## src/rtl/lrpe_pkg.sv

```systemverilog
// Shared constants, datapath command codes and controller/datapath bundles.
package lrpe_pkg;

    localparam int COUNT_BITS   = 32;
    localparam int DEFAULT_RATE = 48000;
    localparam int MAX_CHANNELS = 8;
    localparam int VALUE_CAP    = 8;
    localparam int DIV_W        = 61;
    localparam int DVS_W        = 29;

    localparam logic [COUNT_BITS-1:0] COUNT_MAX = '1;

    localparam logic [1:0] REG_IN_RATE  = 2'd0;
    localparam logic [1:0] REG_OUT_RATE = 2'd1;
    localparam logic [1:0] REG_FORMAT   = 2'd2;
    localparam logic [1:0] REG_CHANNELS = 2'd3;

    localparam logic [1:0] FMT_U8  = 2'd0;
    localparam logic [1:0] FMT_S16 = 2'd1;
    localparam logic [1:0] FMT_S32 = 2'd2;
    localparam logic [1:0] FMT_F32 = 2'd3;

    typedef enum logic [4:0] {
        OP_NONE, OP_LOAD, OP_MUL_N, OP_DIV_T, OP_SET_T, OP_MUL_I, OP_DIV_P, OP_MIN_PE,
        OP_FIX_T, OP_LOAD_HELD, OP_MUL_K, OP_CUR_X, OP_MUL_A, OP_MUL_B, OP_DIV_I,
        OP_SET_X, OP_CLAMP, OP_MUL_E, OP_DIV_E, OP_SET_CODE, OP_ZERO_CODE, OP_FLT_INIT,
        OP_FLT_SHIFT, OP_DIV_F, OP_FLT_CODE, OP_NEXT_C, OP_NEXT_J, OP_ADV, OP_HELD_SET,
        OP_FINISH
    } dp_op_t;

    typedef struct packed {
        dp_op_t op;
    } dp_cmd_t;

    typedef struct packed {
        logic       div_done;
        logic       last;
        logic       held_vld;
        logic       j_done;
        logic       first_held;
        logic       kin_ge;
        logic       kin_le;
        logic [1:0] fmt;
        logic       m_zero;
        logic       sh_low;
        logic       c_last;
    } dp_stat_t;

endpackage

```

## src/rtl/lrpe_ctrl.sv

```systemverilog
// Controller: sequences the datapath through rate, interpolation and encoding.
module lrpe_ctrl
    import lrpe_pkg::*;
(
    input  logic     aclk,
    input  logic     aresetn,
    input  logic     s_tvalid,
    output logic     s_tready,
    output logic     m_tvalid,
    input  logic     m_tready,
    input  dp_stat_t stat,
    output dp_cmd_t  cmd
);

    typedef enum logic [5:0] {
        ST_IDLE, ST_MUL_N, ST_DIV_T, ST_WAIT_T, ST_SET_T, ST_MUL_I, ST_DIV_P, ST_WAIT_P,
        ST_MIN_PE, ST_FIX_T, ST_LOOP, ST_LD_HELD, ST_MUL_K, ST_ICHK, ST_CUR_X, ST_MUL_A,
        ST_MUL_B, ST_DIV_I, ST_WAIT_I, ST_SET_X, ST_POST_X, ST_CLAMP, ST_SEL_FMT,
        ST_ZERO, ST_MUL_E, ST_DIV_E, ST_WAIT_E, ST_SET_CODE, ST_FLT_INIT, ST_FLT_SHIFT,
        ST_DIV_F, ST_WAIT_F, ST_FLT_CODE, ST_EMIT, ST_ADV, ST_H_CHK, ST_HELD_SET,
        ST_FINISH
    } state_t;

    state_t state_reg, state_next;
    logic   hmode_reg, hmode_next;
    dp_op_t op;

    always_comb begin
        state_next = state_reg;
        hmode_next = hmode_reg;
        op         = OP_NONE;
        case (state_reg)
            ST_IDLE: begin
                hmode_next = 1'b0;
                if (s_tvalid) begin
                    op         = OP_LOAD;
                    state_next = ST_MUL_N;
                end
            end
            ST_MUL_N: begin op = OP_MUL_N; state_next = ST_DIV_T; end
            ST_DIV_T: begin op = OP_DIV_T; state_next = ST_WAIT_T; end
            ST_WAIT_T: if (stat.div_done) state_next = ST_SET_T;
            ST_SET_T: begin op = OP_SET_T; state_next = ST_MUL_I; end
            ST_MUL_I: begin
                op         = OP_MUL_I;
                state_next = stat.last ? ST_FIX_T : ST_DIV_P;
            end
            ST_DIV_P: begin op = OP_DIV_P; state_next = ST_WAIT_P; end
            ST_WAIT_P: if (stat.div_done) state_next = ST_MIN_PE;
            ST_MIN_PE: begin op = OP_MIN_PE; state_next = ST_FIX_T; end
            ST_FIX_T: begin op = OP_FIX_T; state_next = ST_LOOP; end
            ST_LOOP: begin
                if (stat.j_done) begin
                    state_next = ST_ADV;
                end else if (stat.first_held) begin
                    state_next = ST_LD_HELD;
                end else begin
                    state_next = ST_MUL_K;
                end
            end
            ST_LD_HELD: begin op = OP_LOAD_HELD; state_next = ST_CLAMP; end
            ST_MUL_K: begin op = OP_MUL_K; state_next = ST_ICHK; end
            ST_ICHK: begin
                if (hmode_reg && !stat.kin_le) begin
                    state_next = ST_FINISH;
                end else if (stat.kin_ge) begin
                    state_next = ST_CUR_X;
                end else begin
                    state_next = ST_MUL_A;
                end
            end
            ST_CUR_X: begin op = OP_CUR_X; state_next = ST_POST_X; end
            ST_MUL_A: begin op = OP_MUL_A; state_next = ST_MUL_B; end
            ST_MUL_B: begin op = OP_MUL_B; state_next = ST_DIV_I; end
            ST_DIV_I: begin op = OP_DIV_I; state_next = ST_WAIT_I; end
            ST_WAIT_I: if (stat.div_done) state_next = ST_SET_X;
            ST_SET_X: begin op = OP_SET_X; state_next = ST_POST_X; end
            ST_POST_X: state_next = hmode_reg ? ST_HELD_SET : ST_CLAMP;
            ST_CLAMP: begin op = OP_CLAMP; state_next = ST_SEL_FMT; end
            ST_SEL_FMT: begin
                if (stat.fmt != FMT_F32) begin
                    state_next = ST_MUL_E;
                end else if (stat.m_zero) begin
                    state_next = ST_ZERO;
                end else begin
                    state_next = ST_FLT_INIT;
                end
            end
            ST_ZERO: begin op = OP_ZERO_CODE; state_next = ST_EMIT; end
            ST_MUL_E: begin op = OP_MUL_E; state_next = ST_DIV_E; end
            ST_DIV_E: begin op = OP_DIV_E; state_next = ST_WAIT_E; end
            ST_WAIT_E: if (stat.div_done) state_next = ST_SET_CODE;
            ST_SET_CODE: begin op = OP_SET_CODE; state_next = ST_EMIT; end
            ST_FLT_INIT: begin op = OP_FLT_INIT; state_next = ST_FLT_SHIFT; end
            ST_FLT_SHIFT: begin
                if (stat.sh_low) begin
                    op = OP_FLT_SHIFT;
                end else begin
                    state_next = ST_DIV_F;
                end
            end
            ST_DIV_F: begin op = OP_DIV_F; state_next = ST_WAIT_F; end
            ST_WAIT_F: if (stat.div_done) state_next = ST_FLT_CODE;
            ST_FLT_CODE: begin op = OP_FLT_CODE; state_next = ST_EMIT; end
            ST_EMIT: begin
                if (m_tready) begin
                    if (stat.c_last) begin
                        op         = OP_NEXT_J;
                        state_next = ST_LOOP;
                    end else begin
                        op = OP_NEXT_C;
                    end
                end
            end
            ST_ADV: begin op = OP_ADV; state_next = ST_H_CHK; end
            ST_H_CHK: begin
                if (!stat.last && !stat.held_vld) begin
                    hmode_next = 1'b1;
                    state_next = ST_MUL_K;
                end else begin
                    state_next = ST_FINISH;
                end
            end
            ST_HELD_SET: begin op = OP_HELD_SET; state_next = ST_FINISH; end
            ST_FINISH: begin op = OP_FINISH; state_next = ST_IDLE; end
            default: state_next = ST_IDLE;
        endcase
    end

    always_ff @(posedge aclk) begin
        if (!aresetn) begin
            state_reg <= ST_IDLE;
            hmode_reg <= 1'b0;
        end else begin
            state_reg <= state_next;
            hmode_reg <= hmode_next;
        end
    end

    assign cmd.op   = op;
    assign s_tready = (state_reg == ST_IDLE);
    assign m_tvalid = (state_reg == ST_EMIT);

endmodule

```

## config.mk

```make
export PLATFORM = sky130hd
export DESIGN_NAME = lrpe_ctrl
export DESIGN_NICKNAME = d
export VERILOG_FILES = /design/src/rtl/lrpe_pkg.sv /design/src/rtl/lrpe_ctrl.sv
export SDC_FILE = /design/constraint.sdc
export NUM_CORES = 1
export LEC_CHECK = 0
export BUFFER_PORTS_ARGS = -buffer_cell sky130_fd_sc_hd__buf_2
export CAP_MARGIN = 20
export CORE_ASPECT_RATIO = 2
export CORE_MARGIN = 3
export CORE_UTILIZATION = 40
export DETAILED_ROUTE_END_ITERATION = 10
export HOLD_SLACK_MARGIN = 0.05
export PLACE_DENSITY = 0.72
export SYNTH_ARGS = -nofsm -noshare
export SYNTH_HDL_FRONTEND = slang
export SYNTH_SLANG_ARGS = --single-unit
```

## constraint.sdc

```tcl
create_clock -name aclk -period 1.5 [get_ports aclk]
set_clock_uncertainty 0.1 [all_clocks]
set_input_delay 0.075 -clock aclk [delete_from_list [all_inputs] [get_ports aclk]]
set_output_delay 0.075 -clock aclk [all_outputs]
set_load 0.005 [all_outputs]
```

# After elaboration in Yosys (flattened, before gate mapping)
# Cells that the tools add are included.
totals:
  ff_bits: 7
  inputBits: 16
op_classes:
  eq_ne: 48
  n_mux: 26
  reduce_logical: 11
op_table:
  columns: ["cell", "count"]
  rows:
  - ["one-hot mux 6 bit (34 select lines)", 1]
  - ["one-hot mux 5 bit (28 select lines)", 1]
  - ["== test 6 x 5 -> 1 bit (second input constant)", 16]
  - ["2-to-1 mux 6 bit", 13]
  - ["== test 6 x 4 -> 1 bit (second input constant)", 8]
  - ["== test 6 bit (second input constant)", 6]
  - ["== test 6 x 3 -> 1 bit (second input constant)", 4]
  - ["!= test 2 bit (second input constant)", 9]
  - ["== test 6 x 2 -> 1 bit (second input constant)", 2]
  - ["2-to-1 mux 4 bit", 3]
  - ["2-to-1 mux 5 bit", 2]
  - ["AND reduction 9 bit", 1]
  - ["== test 6 x 1 -> 1 bit (second input constant)", 1]
  - ["logical NOT 6 bit", 1]
  - ["!= test 2 x 1 -> 1 bit (second input constant)", 2]
  - ["logical NOT 1 bit", 3]
  - ["2-to-1 mux 1 bit", 3]
  - ["2-to-1 mux 3 bit", 1]
  - ["OR reduction 3 bit", 1]
  - ["logical AND 1 bit", 2]
  - ["2-to-1 mux 2 bit", 1]
  - ["one-hot mux 1 bit (2 select lines)", 1]
  - ["AND reduction 2 bit", 1]
  - ["nonzero test 2 bit", 1]
  - ["OR reduction 2 bit", 1]

# Longest topological paths before layout
# Gate-level depths: netlist of the first run.
depth:
  depth_word: 4
  ltp_mapped: 8

# Worst setup path before layout of the first run
# No wires, ideal clock.
synth_path:
  kind: "reg2reg"
  start: "register state_reg[3]"
  end: "register state_reg[4]"
  arrival_time_ns: 1.441
  t_required_ns: 1.312
  slack_ns: -0.129
  path_stages_with_launch: 7
  n_path_buf: 1
  synth_period_minus_slack_ns: 1.629
  path_cell_list: "dfxtp_1 buf_6 mux2_2 a21oi_1 o211ai_1 o31a_1 o32ai_2"
synth_between:
  elab_chain_cells: 3
  word_cells_on_any_way: 50
  cone_classes: "eq/ne (45); mux (1); reduce/logical (4)"
synth_rtl:
  columns: ["element", "line_no", "source"]
  rows:
  - ["start: declaration", "lrpe_ctrl.sv:24", "state_t state_reg, state_next;"]
  - ["start signal: assignment", "lrpe_ctrl.sv:135", "state_reg <= state_next;"]
  - ["== test 6 bit, or another cell as far along", "lrpe_ctrl.sv:32", "case (state_reg)"]
  - ["OR reduction 3 bit (no source line), or another cell as far along", null, null]
  - ["one-hot mux 6 bit (34 select lines) or AND reduction 9 bit (tied branches)", null, null]
# Several ways; a longest one is shown, not always the timed one.
# A chain may end at the register's enable or synchronous reset.

==> reports/results.ini, run 1 <==
[place]
port-buffer-count = 22
placement.setup.worst_slack_ns = -0.486
placed_cell_area_um2 = 2030
dp_hpwl_um = 4870
globalplace.congestion = 1.01
placedCellCount = 327

[timing]
final.setup.tns_ns = -4.49
final.min_clock_period_ns = 1.97
max_slew_headroom_at_the_worst_pin = 0.728
fin_crit_sh = 1.31
post-route-worst-setup-slack_ns = -0.471
fin_hold_viols = 0
grt_setup_unrepaired = yes
max_freq_mhz = 507
fin_hold_ws_ns = 0.0747
setup_viol = 13
worst-slew-pin-transition_ns = 0.405
report.final.slew_viol_count = 0

[detailed_routing]
remaining_drc_errors = 0
drtAntennaViolNets = 0
drt_pass1_iterations = 5
detailroute.via_count = 2313
detail_route.vias_per_cell = 6.55
drt-initial-drc-count = 123
wl_per_cell_um = 21.6
drt-total-wl_um = 7610

[grt]
congestion_overflow_gr = 0
grt_start_max_net_pins = 24
global_route_wire_length_before_repair_um = 11100
grt_usage = 0.319
number_of_antenna_violations_at_the_first_check_in_global_routing = 0
grt_pass1_vias = 2243

[die]
ios = 23
die_area_um2 = 4410
core.rowCount = 30
core-area_um2 = 3420
die_w_um = 48.5
initial_core_util = 0.422
die_h_um = 90.9

[critical_path]
crit_path_cell_trace = buf_12, buf_6, or4_1, a21oi_1, a2111oi_2, o21ai_1, buf_2
critPathCaptureType = output port
worst_path_max_delay_cell = sky130_fd_sc_hd__or4_1
start_kind = register
critical_path_required_ns = 1.32
worst_path_largest_cell_delay_ns = 0.50
critPathArrivalTime_ns = 1.80
worst-setup-path-type = reg -> out
worst-path-max-fanout = 12

[logic_synthesis]
synth-edff-count = 0
ys_seq_area_frac = 0.0971
synth_ff_type = sky130_fd_sc_hd__dfxtp_1
postSynthRegisterBits = 7
synthesis.instances = 205
cell_types_with_the_largest_area_share_after_synthesis = sky130_fd_sc_hd__dfxtp_1 (9.7%), sky130_fd_sc_hd__nor2b_1 (6.1%), sky130_fd_sc_hd__o21ai_0 (5.2%)
synth_top_area_share = 0.0971
ys.warnings.count = 0
synth_async_sr_flop_share = 0
post_synth_num_cell_types = 61
synth.cell_area_um2 = 1440
post-synth-top-area-cell = sky130_fd_sc_hd__dfxtp_1
syn_avg_cell_area_um2 = 7.04
syn_nets = 221

[power_and_ir_drop]
power.total_mw = 2.94
peakVddDrop_uv = 857
power.density_cell_area_nw_per_um2 = 1120
power.static_leakage_nw = 1.09

[final_layout]
post-route-cell-area_um2 = 2640
insertedDiodeCount = 0
stdcell_count = 353
areaGrowthSynthToFinish_pct = 82.7
mostFrequentLayoutCells = sky130_fd_sc_hd__buf_4 (70), sky130_fd_sc_hd__buf_2 (21), sky130_fd_sc_hd__buf_6 (21)
layout-drive-gt1-share = 0.584
largest_reg_flops = 6
finalCoreUtilization = 0.771
layout.cells.most_common = sky130_fd_sc_hd__buf_4
fin_nets = 322

[worst_hold_path]
hold_path_class = in -> reg

[clock_tree]
clockBufferDepth = 2
h-tree-depth = 1
clock_latency_ns = 0.23
cts_tree = built
clock-sinks = 7
root_buffer_cell = sky130_fd_sc_hd__clkbuf_8
tritoncts.num_buffers = 3
path_clk_slew_ns = 0.04

[flow_run]
maxCapViolCount = 0

[outcome]
outcome = finished with violations
violations = setup timing

==> logic make-up (layout without fill, tap and decap cells) <==
family          count (synthesis)  count (layout)  share of synthesized area
compound gates                 72              72                      0.362
xor+xnor                        2               2                     0.0121
buf+inv                        29             129                      0.126
flops                           7               7                     0.0971
mux                             1               1                    0.00781
simple gates                   94              94                      0.395
==> cells in the mapped netlist (all sizes together), types with 3 or more instances <==
| cell | number |
|---|---|
| nand2 | 14 |
| o221ai | 4 |
| a21oi | 11 |
| nor2b | 14 |
| nand4 | 5 |
| nor4 | 4 |
| and4b | 3 |
| nand2b | 5 |
| nand4b | 3 |
| dfxtp | 7 |
| and3 | 5 |
| nor3b | 5 |
| a31oi | 3 |
| a32o | 3 |
| inv | 9 |
| o22ai | 4 |
| nor3 | 3 |
| o21ai | 17 |
| buf | 20 |
| nand3 | 9 |
| o211ai | 4 |
| nor2 | 15 |
==> worst max-delay path, delay by kind of cell, from the launching register on <==
| kind | cells | cell delay (ns) |
|---|---|---|
| flops | 1 | 0.33 |
| simple gates | 1 | 0.50 |
| buf+inv | 3 | 0.41 |
| compound gates | 3 | 0.33 |
==> report_power, final <==
group / switching [mW] / internal, mW / leakage, nW / total (mW)
registers: 0.0608 / 0.225 / 0.0610 / 0.286
logic: 1.15 / 1.23 / 1.01 / 2.38
clock network: 0.0895 / 0.185 / 0.0228 / 0.274
total: 1.30 / 1.64 / 1.09 / 2.94
==> routing by layer <==
metal	up-vias	global-route usage	wire (um)
met5	-	0	0
met3	52	0.0427	588
met4	0	0.223	490
met2	149	0.576	4070
met1	1113	0.329	2460
li1	999	-	-
==> path summary, 6_finish.rpt <==
check | startpoint | end | slack [ns] | depth (start not counted)
setup / recovery | state_reg[0]$_SDFFE_PN0P_ | cmd[0] | -0.47 | 7
hold / removal | aresetn | state_reg[4]$_SDFFE_PN0P_ | 0.07 | 3
setup reg to reg | state_reg[1]$_SDFFE_PN0P_ | state_reg[2]$_SDFFE_PN0P_ | -0.41 | 8
hold reg to reg | hmode_reg$_SDFFE_PN0P_ | hmode_reg$_SDFFE_PN0P_ | 0.51 | 2
==> repair_timing <==
action	CTS	global route
resized for setup	65	40
pin swaps	14	25
hold buffers	0	0
setup endpoints to repair	14	14
setup buffers	17	6
==> cell type report <==
| class | count | area, um^2 |
|---|---|---|
| multi-input combinational | 169 | 1390 |
| tap | 48 | 60.1 |
| fill | 233 | 781 |
| inverter | 9 | 38.8 |
| timing repair buffer | 116 | 942 |
| clock buffer | 4 | 45.0 |
| sequential | 7 | 160 |
No activity file was read; power rests on OpenSTA's default activity.
==> run 2, diff against run 1 <==
--- a/config.mk
+++ b/config.mk
@@ -5,6 +5,7 @@
 export SDC_FILE = /design/constraint.sdc
 export NUM_CORES = 1
 export LEC_CHECK = 0
+export ABC_AREA = 1
 export BUFFER_PORTS_ARGS = -buffer_cell sky130_fd_sc_hd__buf_2
 export CAP_MARGIN = 20
 export CORE_ASPECT_RATIO = 2
@@ -12,7 +13,7 @@
 export CORE_UTILIZATION = 40
 export DETAILED_ROUTE_END_ITERATION = 10
 export HOLD_SLACK_MARGIN = 0.05
-export PLACE_DENSITY = 0.72
+export PLACE_DENSITY = 0.73
 export SYNTH_ARGS = -nofsm -noshare
 export SYNTH_HDL_FRONTEND = slang
 export SYNTH_SLANG_ARGS = --single-unit
==> run 2 against run 1 <==
The run still ends with setup timing left; final area grew 3.3%; clock power shrank 4%; critical path depth grew 6; setup slack lost 0.062 ns; synthesized area shrank 14%; routed wire length grew 19%; maximum frequency shrank 3.1%; sequential share of layout area shrank 0.38 points; global-route usage grew 8.2 points; synthesized cell count grew 18%; sequential power shrank 14%.
==> reports/results.ini, run 2 <==
[grt]
number_of_antenna_violations_at_the_first_check_in_global_routing = 0
congestion_overflow_gr = 0
grt_pass1_vias = 2226
global_route_wire_length_before_repair_um = 11400
grt_start_max_net_pins = 13
grt_usage = 0.401

[die]
core-area_um2 = 2980
ios = 23
die_h_um = 84.8
die_area_um2 = 3850
core.rowCount = 28
die_w_um = 45.4
initial_core_util = 0.417

[timing]
max_freq_mhz = 492
fin_crit_sh = 1.36
report.final.slew_viol_count = 0
setup_viol = 14
fin_hold_viols = 0
post-route-worst-setup-slack_ns = -0.533
grt_setup_unrepaired = yes
fin_hold_ws_ns = 0.127
final.min_clock_period_ns = 2.03
worst-slew-pin-transition_ns = 0.399
max_slew_headroom_at_the_worst_pin = 0.732

[logic_synthesis]
synthesis.instances = 242
synth_top_area_share = 0.221
synthMostInstantiatedCell = sky130_fd_sc_hd__nand2_1
post_synth_num_cell_types = 26
synth_ff_type = sky130_fd_sc_hd__dfxtp_1
syn_nets = 258
ys_seq_area_frac = 0.113
synth-edff-count = 0
postSynthRegisterBits = 7
post-synth-top-area-cell = sky130_fd_sc_hd__nand2_1
cell_types_with_the_largest_area_share_after_synthesis = sky130_fd_sc_hd__nand2_1 (22%), sky130_fd_sc_hd__nand3_1 (17%), sky130_fd_sc_hd__dfxtp_1 (11%)
syn_avg_cell_area_um2 = 5.13
synth.cell_area_um2 = 1240
ys_top_cells_by_count = sky130_fd_sc_hd__nand2_1 (73), sky130_fd_sc_hd__nand3_1 (42), sky130_fd_sc_hd__nor2_1 (36), sky130_fd_sc_hd__inv_1 (23)
ys.warnings.count = 0
synth_async_sr_flop_share = 0

[final_layout]
post-route-cell-area_um2 = 2720
fin_nets = 351
ff_latch_area_um2 = 155
layout.cells.most_common = sky130_fd_sc_hd__nand2_1
finalCoreUtilization = 0.914
layout-drive-gt1-share = 0.632
largest_reg_flops = 6
fill_cell_count = 131
mostFrequentLayoutCells = sky130_fd_sc_hd__nand2_1 (50), sky130_fd_sc_hd__buf_4 (41), sky130_fd_sc_hd__buf_6 (25)
multi_input_gate_area_in_the_final_layout_um2 = 1560
insertedDiodeCount = 0
areaGrowthSynthToFinish_pct = 119

[detailed_routing]
drt_pass1_iterations = 5
detail_route.vias_per_cell = 6.67
met1_layer_wirelength_in_the_final_routing_um = 2760
detailroute.via_count = 2427
met2_length_um = 4310
highest_layer = met4
drt-initial-drc-count = 265
drt-total-wl_um = 9070
remaining_drc_errors = 0
wl_per_cell_um = 24.9
met3_length_um = 1040
drtAntennaViolNets = 0

[worst_hold_path]
hold_path_class = in -> reg
worst_hold_path.num_cells = 3

[place]
port-buffer-count = 22
placed_cell_area_um2 = 1660
placement.setup.worst_slack_ns = -0.400
globalplace.congestion = 1.02
dp_hpwl_um = 4300

[clock_tree]
clockBufferDepth = 2
path_clk_slew_ns = 0.04
h-tree-depth = 1
clock_latency_ns = 0.23
cts-hold-fix-buffers = 0
tritoncts.num_buffers = 3
clock-sinks = 7
cts_tree = built
root_buffer_cell = sky130_fd_sc_hd__clkbuf_8

[critical_path]
critPathCaptureType = register
reg2reg_depth = 13
worst-path-max-fanout = 8
worst-setup-path-type = reg -> reg
start_kind = register
critPathArrivalTime_ns = 2.03
critical_path_required_ns = 1.50

[power_and_ir_drop]
power.density_cell_area_nw_per_um2 = 827
power.total_mw = 2.25
power.static_leakage_nw = 1.33
peakVddDrop_uv = 993

[outcome]
outcome = finished with violations
violations = setup timing

[flow_run]
maxCapViolCount = 0

==> run 2: cell types whose count changed in the layout (fill, tap and decap cells not counted), moves of 7 or more <==
| cell | change |
|---|---|
| sky130_fd_sc_hd__nand2_1 | +42 |
| sky130_fd_sc_hd__buf_4 | -29 |
| sky130_fd_sc_hd__nor2_4 | +18 |
| sky130_fd_sc_hd__nand3_4 | +14 |
| sky130_fd_sc_hd__nand2_2 | +12 |
| sky130_fd_sc_hd__nand3_1 | +10 |
| sky130_fd_sc_hd__nand3_2 | +10 |
| sky130_fd_sc_hd__nor2_2 | +10 |
| sky130_fd_sc_hd__inv_1 | +9 |
| sky130_fd_sc_hd__nor2b_1 | -8 |
| sky130_fd_sc_hd__nand2_4 | +7 |
| sky130_fd_sc_hd__o21ai_0 | -7 |
==> run 2: repair_timing <==
action,CTS,global route
pin swaps,37,21
resized for setup,128,51
buffers inserted,27,9
setup endpoints to repair,14,14
==> run 2: final cells by class <==
class                      count  area share
clock buffer                   4      0.0166
timing repair buffer          91       0.290
tap                           30      0.0138
inverter                      28      0.0506
sequential                     7      0.0570
multi-input combinational    204       0.572
==> run 2: metal layers <==
metal,vias to the layer above,global-route usage
met1,1109,0.455
met3,103,0.0658
met5,-,0
met4,0,0.243
met2,233,0.659
li1,982,-
==> run 2: logic make-up after synthesis <==
logic type | Yosys count | share of synthesized area
simple gates | 186 | 0.698
flops | 7 | 0.113
buf+inv | 31 | 0.106
compound gates | 18 | 0.0836
==> run 2: final timing paths <==
kind,startpoint,to,slack [ns]
setup reg to reg,state_reg[1]$_SDFFE_PN0P_,state_reg[3]$_SDFFE_PN0P_,-0.53
hold reg to reg,state_reg[4]$_SDFFE_PN0P_,state_reg[4]$_SDFFE_PN0P_,0.43
setup / recovery,state_reg[1]$_SDFFE_PN0P_,state_reg[3]$_SDFFE_PN0P_,-0.53
hold / removal,aresetn,state_reg[4]$_SDFFE_PN0P_,0.13
==> run 2: per-stage QoR <==
step                      std cells  setup TNS [ns]
after floorplan                 242               0
after global placement          326           -4.10
after detailed placement        326           -4.20
after CTS                       356           -2.64
after global routing            364           -5.65
final                           364           -4.91
==> run 2: worst max-delay path, stage by stage (launching register included) <==
cell and delay (ns):
sky130_fd_sc_hd__dfxtp_2 0.33, sky130_fd_sc_hd__buf_6 0.14, sky130_fd_sc_hd__inv_8 0.07, sky130_fd_sc_hd__nor2_4 0.04
sky130_fd_sc_hd__buf_12 0.15, sky130_fd_sc_hd__buf_6 0.13, sky130_fd_sc_hd__nand3_4 0.07, sky130_fd_sc_hd__nand2_1 0.07
sky130_fd_sc_hd__nor2_2 0.14, sky130_fd_sc_hd__nand2_1 0.13, sky130_fd_sc_hd__nor2_1 0.21, sky130_fd_sc_hd__nand3_1 0.14
sky130_fd_sc_hd__nand2_1 0.10, sky130_fd_sc_hd__a21oi_1 0.06
==> run 2: report_power, final <==
group | leakage, nW | internal, mW | switching, mW | total [mW]
registers | 0.0604 | 0.213 | 0.0334 | 0.246
logic | 1.25 | 0.690 | 1.05 | 1.74
clock network | 0.0228 | 0.184 | 0.0798 | 0.264
total | 1.33 | 1.09 | 1.17 | 2.25
==> run 3, diff against run 2 <==
==> constraint.sdc (replaced) <==
create_clock -name aclk -period 1.5 [get_ports aclk]
set_clock_uncertainty 0.1 [all_clocks]
set_input_delay 0.15 -clock aclk [delete_from_list [all_inputs] [get_ports aclk]]
set_output_delay 0.15 -clock aclk [all_outputs]
set_load 0.005 [all_outputs]
==> run 3 against run 2 <==
The run still ends with setup timing left; sequential power hardly changed; global-route usage is 7.1 points lower; first-iteration DRC count is 15% higher; hold slack better by 0.064 ns; flip-flop and latch count stayed put; non-clock buffer count is 3 lower; sequential share of layout area is 0.66 points higher; core utilization is 8.2 points lower; final cell count is 0.55% lower; via count is 5.2% lower; combinational power is 10% lower; clock power is 2% higher.
==> reports/results.ini, run 3 (same netlist as run 2, synthesis figures left out) <==
[detailed_routing]
remaining_drc_errors = 0
drt-initial-drc-count = 306
drtAntennaViolNets = 0
detailroute.via_count = 2300
wl_per_cell_um = 21.2
drt_pass1_iterations = 6
drt-total-wl_um = 7680
detail_route.vias_per_cell = 6.35

[grt]
grt_usage = 0.331
grt_pass1_vias = 2042
global_route_wire_length_before_repair_um = 9610
grt_start_max_net_pins = 13
congestion_overflow_gr = 0
number_of_antenna_violations_at_the_first_check_in_global_routing = 0

[power_and_ir_drop]
power_switching_share = 0.494
peakVddDrop_uv = 1110
power.total_mw = 2.08
int_pwr_mw = 1.05
pwr-share-clk = 0.129
power.density_cell_area_nw_per_um2 = 837
comb_power_share = 0.752
netSwitchingPower_mw = 1.03
power.sequential.fraction = 0.119
power.static_leakage_nw = 1.27

[clock_tree]
clockBufferDepth = 2
path_clk_slew_ns = 0.04
clock-sinks = 7
tritoncts.num_buffers = 3
clock_latency_ns = 0.23
h-tree-depth = 1
root_buffer_cell = sky130_fd_sc_hd__clkbuf_8
cts_tree = built

[critical_path]
worst-path-max-fanout = 5
start_kind = register
critPathCaptureType = output port
critical_path_required_ns = 1.25
critical_path.startpoint = state_reg[3]$_SDFFE_PN0P_
worstReg2RegStart = state_reg[4]$_SDFFE_PN0P_
critPathArrivalTime_ns = 1.74
worst-setup-path-type = reg -> out

[timing]
max_freq_mhz = 502
fin_crit_sh = 1.33
setup_viol = 14
grt_setup_unrepaired = yes
max_slew_headroom_at_the_worst_pin = 0.777
post-route-worst-setup-slack_ns = -0.492
final.min_clock_period_ns = 1.99
report.final.slew_viol_count = 0
fin_hold_viols = 0
worst-slew-pin-transition_ns = 0.333
fin_hold_ws_ns = 0.191

[final_layout]
layout-drive-gt1-share = 0.572
stdcell_count = 362
largest_reg_flops = 6
finalCoreUtilization = 0.832
mostFrequentLayoutCells = sky130_fd_sc_hd__nand2_1 (52), sky130_fd_sc_hd__buf_4 (44), sky130_fd_sc_hd__nand3_1 (27)
fin_nets = 349
layout.cells.most_common = sky130_fd_sc_hd__nand2_1
insertedDiodeCount = 0
areaGrowthSynthToFinish_pct = 99.5

[place]
placedCellCount = 332
placement.setup.worst_slack_ns = -0.468
globalplace.congestion = 1.00
port-buffer-count = 22
dp_hpwl_um = 4320

[die]
die_area_um2 = 3850
core-area_um2 = 2980
ios = 23
die_w_um = 45.4
core.rowCount = 28
die_h_um = 84.8
initial_core_util = 0.417

[flow_run]
maxCapViolCount = 0

[outcome]
outcome = finished with violations
violations = setup timing

[worst_hold_path]
hold_path_class = in -> reg
min-delay-start = aresetn

-- run 3: final timing paths --
check                              end  slack [ns]  depth (start not counted)
max                             cmd[1]       -0.49                          7
min          state_reg[3]$_SDFFE_PN0P_        0.19                          3
max reg2reg  state_reg[1]$_SDFFE_PN0P_       -0.46                         11
min reg2reg  state_reg[3]$_SDFFE_PN0P_        0.43                          2
-- run 3: power by group through the flow --
stage	clock, mW	sequential, mW	combinational [mW]
3_5_place_dp	0	0.231	0.874
2_1_floorplan	0	0.247	0.485
6_report	0.268	0.247	1.56
4_1_cts	0.263	0.248	1.06
5_1_grt	0.279	0.250	1.61
3_3_place_gp	0	0.231	0.861
-- run 3: metrics by stage --
stage	TNS, ns	cell area (um^2)
5_1_grt	-5.04	2480
2_1_floorplan	0	1250
4_1_cts	-3.41	2020
3_5_place_dp	-4.29	1720
6_report	-4.49	2480
3_3_place_gp	-3.54	1720
-- run 3: cell type report --
class | instances | area (um^2)
inverters | 28 | 115
clock buffers | 4 | 45.0
fillers | 175 | 499
repair buffers | 88 | 741
multi-input cells | 205 | 1380
well taps | 30 | 37.5
flip-flops and latches | 7 | 158
-- run 3: what timing repair did --
action,4_1_cts,5_1_grt
hold buffers,0,0
cloned,1,1
pin swaps,12,29
setup buffers,11,15
setup endpoints to repair,14,14
gates resized for setup,58,77
-- run 3: routing by layer --
metal	wire length, um	track usage
met5	0	0
met4	691	0.229
met3	716	0.0127
met2	3880	0.558
met1	2390	0.371
-- run 3: worst max-delay path, stage by stage (launching register included) --
cell and delay (ns):
sky130_fd_sc_hd__dfxtp_4 0.36, sky130_fd_sc_hd__nand2_2 0.10, sky130_fd_sc_hd__inv_1 0.16, sky130_fd_sc_hd__nand3_1 0.21
sky130_fd_sc_hd__nand2_2 0.10, sky130_fd_sc_hd__nor4_2 0.31, sky130_fd_sc_hd__nand2_1 0.13, sky130_fd_sc_hd__buf_2 0.15
